$ cat config.mk
export PLATFORM = sky130hd
export DESIGN_NAME = bounded_deque_with_search_core_flat
export DESIGN_NICKNAME = d
export VERILOG_FILES = /design/src/hdl/dqs_pkg.sv /design/src/hdl/dqs_req_if.sv /design/src/hdl/dqs_rsp_if.sv /design/src/hdl/dqs_cell.sv /design/src/hdl/bounded_deque_with_search_core.sv /design/src/flat_wrapper.sv
export SDC_FILE = /design/constraint.sdc
export NUM_CORES = 1
export LEC_CHECK = 0
export CORE_MARGIN = 3
export CORE_UTILIZATION = 25
export DETAILED_ROUTE_END_ITERATION = 6
export DONT_BUFFER_PORTS = 1
export GPL_TIMING_DRIVEN = 1
export SKIP_LAST_GASP = 1
export SLEW_MARGIN = 10
export SYNTH_ARGS = -nofsm -noshare
export SYNTH_HDL_FRONTEND = slang
export SYNTH_SLANG_ARGS = --single-unit
$ cat constraint.sdc
create_clock -name clk -period 14.25 [get_ports clk]
set_clock_uncertainty 0.2 [all_clocks]
set_input_delay 2.85 -clock clk [delete_from_list [all_inputs] [get_ports clk]]
set_output_delay 2.85 -clock clk [all_outputs]
set_load 0.02 [all_outputs]
$ cat src/hdl/dqs_pkg.sv
// Package for the bounded deque with search.
// Holds the operation and status codes and the cell control struct.
// No dependencies.
package dqs_pkg;

  localparam int DATA_W = 32;
  localparam int OP_W = 3;
  localparam int STATUS_W = 2;

  localparam logic [OP_W-1:0] OP_PUSH_FRONT = 3'd0;
  localparam logic [OP_W-1:0] OP_PUSH_BACK  = 3'd1;
  localparam logic [OP_W-1:0] OP_POP_FRONT  = 3'd2;
  localparam logic [OP_W-1:0] OP_POP_BACK   = 3'd3;
  localparam logic [OP_W-1:0] OP_SEARCH     = 3'd4;

  localparam logic [STATUS_W-1:0] STATUS_OK        = 2'd0;
  localparam logic [STATUS_W-1:0] STATUS_EMPTY     = 2'd1;
  localparam logic [STATUS_W-1:0] STATUS_FULL      = 2'd2;
  localparam logic [STATUS_W-1:0] STATUS_NOT_FOUND = 2'd3;

  typedef struct packed {
    logic shift_in;
    logic from_left;
  } cell_ctrl_t;

endpackage

$ cat src/hdl/dqs_req_if.sv
// Request channel of the bounded deque: valid, ready, operation and value.
// Depends on dqs_pkg.
interface dqs_req_if
  import dqs_pkg::*;
();
  logic                     valid;
  logic                     ready;
  logic [OP_W-1:0]          operation;
  logic signed [DATA_W-1:0] data_value;

  modport source (output valid, output operation, output data_value, input ready);
  modport sink (input valid, input operation, input data_value, output ready);
endinterface

$ cat src/hdl/dqs_rsp_if.sv
// Result channel of the bounded deque: valid, ready and the result fields.
// Depends on dqs_pkg; POS_W and CNT_W follow the deque depth.
interface dqs_rsp_if
  import dqs_pkg::*;
#(
  parameter int POS_W = 4,
  parameter int CNT_W = 5
) ();
  logic                     valid;
  logic                     ready;
  logic signed [DATA_W-1:0] result_value;
  logic [STATUS_W-1:0]      status;
  logic [POS_W-1:0]         found_position;
  logic [CNT_W-1:0]         entry_count;

  modport source (output valid, output result_value, output status,
                  output found_position, output entry_count, input ready);
  modport sink (input valid, input result_value, input status,
                input found_position, input entry_count, output ready);
endinterface

$ cat src/hdl/dqs_cell.sv
// One storage cell of the deque chain: holds one value and loads from
// its left or right neighbor. Depends on dqs_pkg.
module dqs_cell
  import dqs_pkg::*;
(
  input  logic                     clk,
  input  cell_ctrl_t               ctrl,
  input  logic signed [DATA_W-1:0] left_value,
  input  logic signed [DATA_W-1:0] right_value,
  output logic signed [DATA_W-1:0] value
);

  always_ff @(posedge clk) begin
    if (ctrl.shift_in) begin
      value <= ctrl.from_left ? left_value : right_value;
    end
  end

endmodule

$ cat src/hdl/bounded_deque_with_search_core.sv
// Bounded deque of signed 32-bit values with linear search, top level.
// Depends on dqs_pkg, dqs_req_if, dqs_rsp_if and dqs_cell.
//
// Requests arrive on req (operation, data_value) and each one yields exactly
// one result on rsp (result_value, status, found_position, entry_count).
// The values sit in a chain of DEPTH cells with the front in cell 0.
// Push front and pop front shift the whole chain by one cell; the result is
// registered and shows in the cycle after the request is taken.
// Push back, pop back and search rotate the chain one full turn, one cell a
// cycle, and compare or replace the value passing cell 0; the result register
// loads at the last step of the turn. Requests that find the deque full, empty
// or carry an unused code skip the rotation and load the result directly.
// One request is in work at a time; a new request is taken as soon as the
// chain is idle and the result register is empty or being read.
// Reset empties the deque and clears the result valid flag. While the
// receiver stalls, the result is held and no new request is taken.
module bounded_deque_with_search_core
  import dqs_pkg::*;
#(
  parameter int DEPTH = 16
) (
  input logic       clk,
  input logic       rst,
  dqs_req_if.sink   req,
  dqs_rsp_if.source rsp
);

  localparam int POS_W = $clog2(DEPTH);
  localparam int CNT_W = $clog2(DEPTH + 1);
  localparam logic [POS_W-1:0] LAST_STEP = POS_W'(DEPTH - 1);
  localparam logic [CNT_W-1:0] FULL_COUNT = CNT_W'(DEPTH);

  localparam logic S_IDLE = 1'b0;
  localparam logic S_ROTATE = 1'b1;

  logic                     state;
  logic [POS_W-1:0]         step;
  logic [CNT_W-1:0]         count;
  logic [OP_W-1:0]          op_q;
  logic signed [DATA_W-1:0] value_q;
  logic                     hit;
  logic [POS_W-1:0]         pos;
  logic signed [DATA_W-1:0] popped;

  logic                     rsp_valid;
  logic signed [DATA_W-1:0] result_value;
  logic [STATUS_W-1:0]      status;
  logic [POS_W-1:0]         found_position;
  logic [CNT_W-1:0]         entry_count;

  logic signed [DATA_W-1:0] cell_value [DEPTH];
  logic signed [DATA_W-1:0] tail_in;
  cell_ctrl_t               ctrl;

  logic                     accept;
  logic                     start_rotate;
  logic                     load_result;
  logic                     in_range;
  logic                     match_now;
  logic                     hit_now;
  logic [POS_W-1:0]         pos_now;
  logic                     at_back;
  logic signed [DATA_W-1:0] popped_now;

  logic signed [DATA_W-1:0] imm_value;
  logic [STATUS_W-1:0]      imm_status;
  logic [CNT_W-1:0]         imm_count;

  logic signed [DATA_W-1:0] fin_value;
  logic [STATUS_W-1:0]      fin_status;
  logic [POS_W-1:0]         fin_pos;
  logic [CNT_W-1:0]         fin_count;

  assign req.ready = (state == S_IDLE) && (!rsp_valid || rsp.ready);
  assign accept = req.valid && req.ready;

  assign rsp.valid = rsp_valid;
  assign rsp.result_value = result_value;
  assign rsp.status = status;
  assign rsp.found_position = found_position;
  assign rsp.entry_count = entry_count;

  // Rotation loops cell 0 back into the tail; a push to the back replaces
  // the slot just past the last value as it goes by.
  assign tail_in = (op_q == OP_PUSH_BACK && CNT_W'(step) == count) ? value_q
                                                                    : cell_value[0];

  genvar gi;
  generate
    for (gi = 0; gi < DEPTH; gi++) begin : g_cell
      logic signed [DATA_W-1:0] left_in;
      logic signed [DATA_W-1:0] right_in;
      if (gi == 0) begin : g_first
        assign left_in = req.data_value;
      end else begin : g_mid_l
        assign left_in = cell_value[gi-1];
      end
      if (gi == DEPTH - 1) begin : g_last
        assign right_in = tail_in;
      end else begin : g_mid_r
        assign right_in = cell_value[gi+1];
      end
      dqs_cell u_cell (
        .clk         (clk),
        .ctrl        (ctrl),
        .left_value  (left_in),
        .right_value (right_in),
        .value       (cell_value[gi])
      );
    end
  endgenerate

  always_comb begin
    ctrl = '0;
    start_rotate = 1'b0;
    imm_value = '0;
    imm_status = STATUS_OK;
    imm_count = count;
    if (state == S_ROTATE) begin
      ctrl.shift_in = 1'b1;
      ctrl.from_left = 1'b0;
    end else begin
      case (req.operation)
        OP_PUSH_FRONT: begin
          if (count == FULL_COUNT) begin
            imm_status = STATUS_FULL;
          end else begin
            ctrl.shift_in = accept;
            ctrl.from_left = 1'b1;
            imm_count = count + CNT_W'(1);
          end
        end
        OP_POP_FRONT: begin
          if (count == '0) begin
            imm_status = STATUS_EMPTY;
          end else begin
            ctrl.shift_in = accept;
            ctrl.from_left = 1'b0;
            imm_value = cell_value[0];
            imm_count = count - CNT_W'(1);
          end
        end
        OP_PUSH_BACK: begin
          if (count == FULL_COUNT) begin
            imm_status = STATUS_FULL;
          end else begin
            start_rotate = 1'b1;
          end
        end
        OP_POP_BACK: begin
          if (count == '0) begin
            imm_status = STATUS_EMPTY;
          end else begin
            start_rotate = 1'b1;
          end
        end
        OP_SEARCH: begin
          if (count == '0) begin
            imm_status = STATUS_NOT_FOUND;
          end else begin
            start_rotate = 1'b1;
          end
        end
        default: begin
          imm_status = STATUS_OK;
        end
      endcase
    end
  end

  assign load_result = ((state == S_IDLE) && accept && !start_rotate)
                    || ((state == S_ROTATE) && (step == LAST_STEP));

  assign in_range = CNT_W'(step) < count;
  assign match_now = (cell_value[0] == value_q) && in_range;
  assign hit_now = hit || match_now;
  assign pos_now = hit ? pos : step;
  assign at_back = CNT_W'(step) == (count - CNT_W'(1));
  assign popped_now = at_back ? cell_value[0] : popped;

  always_comb begin
    fin_value = '0;
    fin_status = STATUS_OK;
    fin_pos = '0;
    fin_count = count;
    case (op_q)
      OP_PUSH_BACK: begin
        fin_count = count + CNT_W'(1);
      end
      OP_POP_BACK: begin
        fin_value = popped_now;
        fin_count = count - CNT_W'(1);
      end
      OP_SEARCH: begin
        if (hit_now) begin
          fin_pos = pos_now;
        end else begin
          fin_status = STATUS_NOT_FOUND;
        end
      end
      default: begin
        fin_count = count;
      end
    endcase
  end

  always_ff @(posedge clk) begin
    if (rst) begin
      state <= S_IDLE;
      count <= '0;
      rsp_valid <= 1'b0;
    end else begin
      if (load_result) begin
        rsp_valid <= 1'b1;
      end else if (rsp_valid && rsp.ready) begin
        rsp_valid <= 1'b0;
      end
      unique case (state)
        S_IDLE: begin
          if (accept) begin
            if (start_rotate) begin
              state <= S_ROTATE;
              step <= '0;
              op_q <= req.operation;
              value_q <= req.data_value;
              hit <= 1'b0;
              pos <= '0;
              popped <= '0;
            end else begin
              result_value <= imm_value;
              status <= imm_status;
              found_position <= '0;
              entry_count <= imm_count;
              count <= imm_count;
            end
          end
        end
        S_ROTATE: begin
          step <= step + POS_W'(1);
          if (op_q == OP_SEARCH && !hit && match_now) begin
            hit <= 1'b1;
            pos <= step;
          end
          if (op_q == OP_POP_BACK && at_back) begin
            popped <= cell_value[0];
          end
          if (step == LAST_STEP) begin
            state <= S_IDLE;
            result_value <= fin_value;
            status <= fin_status;
            found_position <= fin_pos;
            entry_count <= fin_count;
            count <= fin_count;
          end
        end
        default: begin
          state <= S_IDLE;
        end
      endcase
    end
  end

endmodule

$ cat src/flat_wrapper.sv
// flat-port wrapper written by rule: the top's interface ports become plain ports
module bounded_deque_with_search_core_flat import dqs_pkg::*;
#(
  parameter int DEPTH = 16
)
  (clk, rst, req_valid, req_operation, req_data_value, req_ready, rsp_valid, rsp_result_value, rsp_status, rsp_found_position, rsp_entry_count, rsp_ready);
  dqs_req_if req_i ();
  dqs_rsp_if rsp_i ();
  input logic clk;
  input logic rst;
  input wire logic [$bits(req_i.valid)-1:0] req_valid;
  input wire logic [$bits(req_i.operation)-1:0] req_operation;
  input wire logic [$bits(req_i.data_value)-1:0] req_data_value;
  output wire logic [$bits(req_i.ready)-1:0] req_ready;
  output wire logic [$bits(rsp_i.valid)-1:0] rsp_valid;
  output wire logic [$bits(rsp_i.result_value)-1:0] rsp_result_value;
  output wire logic [$bits(rsp_i.status)-1:0] rsp_status;
  output wire logic [$bits(rsp_i.found_position)-1:0] rsp_found_position;
  output wire logic [$bits(rsp_i.entry_count)-1:0] rsp_entry_count;
  input wire logic [$bits(rsp_i.ready)-1:0] rsp_ready;
  assign req_i.valid = req_valid;
  assign req_i.operation = req_operation;
  assign req_i.data_value = req_data_value;
  assign req_ready = req_i.ready;
  assign rsp_valid = rsp_i.valid;
  assign rsp_result_value = rsp_i.result_value;
  assign rsp_status = rsp_i.status;
  assign rsp_found_position = rsp_i.found_position;
  assign rsp_entry_count = rsp_i.entry_count;
  assign rsp_i.ready = rsp_ready;
  bounded_deque_with_search_core #(.DEPTH(DEPTH)) u_core (.clk(clk), .rst(rst), .req(req_i), .rsp(rsp_i));
endmodule
# Word-level counts from Yosys, hierarchy flattened
# Index checks and enable logic that the tools add are counted.
op_classes:
  mux: 77
  n_reduce_logical: 29
  magnitude_cmp: 1
  n_bitwise: 2
  eq_ne: 18
  addsub: 3
op_table:
  columns: ["operator", "count"]
  rows:
  - ["32-bit two-way mux", 27]
  - ["32-bit one-hot mux with 2 select lines", 2]
  - ["4-bit two-way mux", 9]
  - ["32-bit == test", 1]
  - ["5-bit one-hot mux with 2 select lines", 3]
  - ["5-bit two-way mux", 5]
  - ["4-bit one-hot mux with 2 select lines", 3]
  - ["2-bit two-way mux", 10]
  - ["4-bit AND reduction", 4]
  - ["1-bit two-way mux", 12]
  - ["1-bit logical AND", 11]
  - ["4-bit by 5-bit == test with 1-bit output", 2]
  - ["3-bit by 2-bit == test with 1-bit output (second input constant)", 3]
  - ["2-bit inequality test (second input constant)", 4]
  - ["2-bit one-hot mux with 2 select lines", 2]
  - ["3-bit by 1-bit == test with 1-bit output (second input constant)", 2]
  - ["3-bit == test (second input constant)", 2]
  - ["1-bit one-hot mux with 2 select lines", 3]
  - ["2-bit one-hot mux with 3 select lines", 1]
  - ["3-bit AND reduction", 2]
  - ["2-bit OR reduction", 3]
  - ["5-bit by 1-bit adder with 5-bit output (second input constant)", 1]
  - ["5-bit == test (second input constant)", 1]
  - ["5-bit zero test", 1]
  - ["10 further kinds", 16]
totals:
  in_bits: 39
  regBits: 638
  word_cells: 159
  output_inout_bits: 45

# Logic depth before layout (Yosys ltp)
logic_depth:
  depth_word: 8
  depth_mapped: 11
  mapped_depth_nobuf: 7

# By module
# Synthesis repeated with hierarchy kept, for this count alone.
hier_totals:
  cells_unflattened: 1540
  area_unflattened_um2: 30230.2
modules_own_cells:
  columns: ["module", "n_inst", "cells_per_inst", "area_each_um2", "seq_area_each_um2"]
  rows:
  - ["dqs_cell", 16, 68, 1505.2, 960.9]
  - ["bounded_deque_with_search_core", 1, 452, 6147.1, 3713.6]

# Least setup slack after synthesis
# OpenSTA, ideal clock, no wires.
synth_timing:
  path_type: "input to register"
  from: "in rsp_ready"
  to: "reg u_core.g_cell[0].u_cell.value[0] (enable)"
  n_path_buf: 0
  setup_slack_ps: -1297
  t_required_ps: 13134
  arrival_ps: 14430
  cell_stages: 3
  cell_sequence: "nor2b_1 nor2_1 a41o_1"
synth_rtl:
  columns: ["item", "line", "text"]
  rows:
  - ["start, declared", "flat_wrapper.sv:20", "input wire logic [$bits(rsp_i.ready)-1:0] rsp_ready;"]
  - ["end signal, assigned", "dqs_cell.sv:15", "value <= ctrl.from_left ? left_value : right_value;"]
  - ["end, declared", "dqs_cell.sv:10", "output logic signed [DATA_W-1:0] value"]

# Worst setup path in the final report
layout_timing:
  from: "in rsp_ready"
  to: "out req_ready"
layout_between:
  elab_chain_cells: 2
layout_rtl:
  columns: ["item", "line", "text"]
  rows:
  - ["1-bit logical OR", "bounded_deque_with_search_core.sv:74", "assign req.ready = (state == S_IDLE) && (!rsp_valid || rsp.ready);"]
  - ["1-bit logical AND", "bounded_deque_with_search_core.sv:74", null]
  - ["end, declared", "flat_wrapper.sv:14", "output wire logic [$bits(req_i.ready)-1:0] req_ready;"]
# No other way between the ends.

==> flow_metrics.tcl <==
set metrics [dict create \
    max_cap_viol_count 0 \
    grt_usage_pct 8.86 \
    fillers 10900 \
    p_leak_nw 9.75 \
    max_freq_mhz 156 \
    drtPass1Iterations 5 \
    start_kind "primary input" \
    layout-drive-gt1-share_pct 17.8 \
    port-buffer-count 0 \
    drc 0 \
    final_common_cell "edfxtp_1" \
    place.gp.congestion 0.772 \
    fin_crit_ps 6400 \
    antenna_left 0 \
    core_area_mm2 0.110 \
    cts_resized 0 \
    synth_warnings 0 \
    path_class "primary input to output pin" \
    row_count 121 \
    synth.distinct_cells 60 \
    finish.instance_area_mm2 0.0313 \
    powerDensity_mw_per_mm2 142 \
    rsz0062_at_grt "false" \
    synth_fp_nets 1623 \
    worst_hold_path_type "register to register" \
    critical_path_arrival_ps 3350 \
    root_buffer "clkbuf_16" \
    cp_slowest_stage_delay_ps 460 \
    syn_avg_cell_area_um2 17.7 \
    max_slew_margin_pct 21.3 \
    drt-total-wl_mm 52.0 \
    hold_viol_final 0 \
    die_area_mm2 0.115 \
    die_w_um 340 \
    cp_max_fo 3 \
    end_kind "output pin" \
    antenna_found_initial 9 \
    final_nets 1622 \
    yosys.area.top_type "edfxtp_1" \
    power_w 0.00443 \
    synth_top_area_share_pct 68.0 \
    required_ps 11200 \
    cts-hold-fix-buffers 0 \
    cts_htree_levels 3 \
    num_vias 13200 \
    setup_viol 0 \
    vdd_ir_drop_max_uv 76.4 \
    die-height_um 340 \
    async_flop_share_pct 0 \
    critPathBufInv 0 \
    crit_family "simple AND/OR/NAND/NOR gates" \
    start_util_pct 25.4 \
    synthFlopType "edfxtp_1" \
    tightestPinTransition_ps 1180 \
    status "completed" \
    dp_hpwl_mm 32.2 \
    overflow 0 \
    cts.clk_slew.worst_paths_ps 60 \
    synth_area_leaders "edfxtp_1, mux2_1, mux2_2, buf_8, mux2i_1" \
    ys_seq_area_share_pct 68.5 \
    insertion_delay_ps 610 \
    vias_per_cell 4.26 \
    setup_tns_ps 0 \
    synthesis.area_mm2 0.0279 \
    grt_pass1_vias 13700 \
    io_pins 84 \
    tritoncts "yes" \
    grt_first_pass_wirelength_mm 81.1 \
    final_cell_mix "edfxtp_1, mux2_1, mux2_2" \
    synth_cells 1577 \
    path_cells "nor2b_1, nor2_1" \
    synth_edf_count 631 \
    drt_iter0_drc 900 \
    postCtsSetupBuffers 0 \
    grt_max_degree 219 \
    area_growth_pct 12.2 \
    cts_buffers 67 \
    cts_sinks 638 \
    min_period_over_period_pct 44.9 \
    wl_per_cell_um 16.7 \
    cp_slowest_cell "nor2_1" \
    placed_area_mm2 0.0291 \
    drv_slew 0 \
    clock_path_buffers 3 \
    synth_seq_cells 638 \
]
-- per-stage QoR --
stage | util (%) | setup slack, ps | instances | hold slack (ps)
after floorplan | - | 4390 | 1577 | 268
after global placement | 26.5 | 7730 | 2983 | 329
after detailed placement | 26.5 | 7590 | 2983 | 329
after CTS | 28.5 | 7850 | 3101 | 326
after global routing | 28.5 | 7820 | 3103 | 351
final | 28.5 | 7850 | 3107 | 325
-- worst reg2reg max path, delay by kind of cell, from the launching register on --
kind	cells	cell delay (ps)
buffers and inverters	3	2040
AOI/OAI and AO/OA	2	920
DFF	1	570
adders and majority gates	1	370
and+or+nand+nor	1	280
-- cells in the mapped netlist (2+ instances only) --
library cell,number
buf_8,30
o22a_1,2
o21ai_0,7
buf_2,23
mux2_2,165
nand4b_1,5
nand4_1,2
nand3_1,8
edfxtp_1,631
buf_6,3
nor4b_1,2
clkbuf_1,16
buf_4,11
nor2_1,19
nand2b_1,7
nor4_1,10
mux2i_1,37
nor2b_1,6
nand2_1,39
mux2_1,316
a21oi_1,18
a22o_1,35
o21ai_1,33
and2_1,39
or4_1,2
xor2_1,32
nor3_1,5
inv_1,11
ha_1,7
o211ai_1,3
o21a_1,2
o31ai_1,2
buf_12,3
and3b_1,2
a31oi_1,3
dfxtp_1,7
xnor2_1,11
-- state kept, by name, summed over array words and instances, names as in the netlist --
register and flops:
u_core.state 1, u_core.pos 4, u_core.popped 32, u_core.rsp.found_position 4, u_core.op_q 3, u_core.rsp.status 2, u_core.value_q 32, u_core.g_cell.u_cell.value 512
u_core.step 4, u_core.hit 1, u_core.count 5, u_core.rsp.valid 1, u_core.rsp.result_value 32, u_core.rsp.entry_count 5
-- power by group --
group          internal [W]  switching (W)  total (W)
Clock              0.000972       0.000726    0.00170
Sequential          0.00229      0.0000922    0.00238
Combinational      0.000143       0.000204   0.000347
Total               0.00341        0.00102    0.00443
-- cell families after synthesis --
| group | share of synthesized area [%] |
|---|---|
| AO/OA/AOI/OAI | 2.82 |
| AND/OR/NAND/NOR | 3.18 |
| buffers and inverters | 3.04 |
| flip-flops | 68.5 |
| adder cells (fa/ha/maj) | 0.314 |
| XOR/XNOR | 1.35 |
| multiplexers | 20.8 |
-- routing by layer --
layer / vias up / track usage [%] / wire (um)
li1: 6170 / - / -
met1: 6694 / 12.0 / 24000
met2: 259 / 13.4 / 23200
met3: 96 / 2.78 / 3120
met4: 6 / 3.16 / 1620
met5: - / 0 / 45
-- area by class of cell --
class                      instances  area [um^2]  share of cell area [%]
inverter                          12         45.0                   0.144
clock buffer                      80         1740                    5.55
sequential                       638        19100                    61.1
tap                             1476         1850                    5.91
multi-input combinational        841         7980                    25.5
antenna                            6         15.0                  0.0480
timing repair buffer              16          145                   0.464
clock inverter                    38          399                    1.28
-- final timing paths --
path | start | to | slack, ps | depth (start not counted)
worst max-delay path | rsp_ready | req_ready | 7850 | 2
worst min-delay path | u_core.popped[4] | u_core.rsp.result_value[4] | 320 | 1
worst max register to register | u_core.count[0] | u_core.g_cell[3].u_cell.value[22] | 9390 | 7
worst min register to register | u_core.popped[4] | u_core.rsp.result_value[4] | 320 | 1
Power figures use the tool's default switching activity.
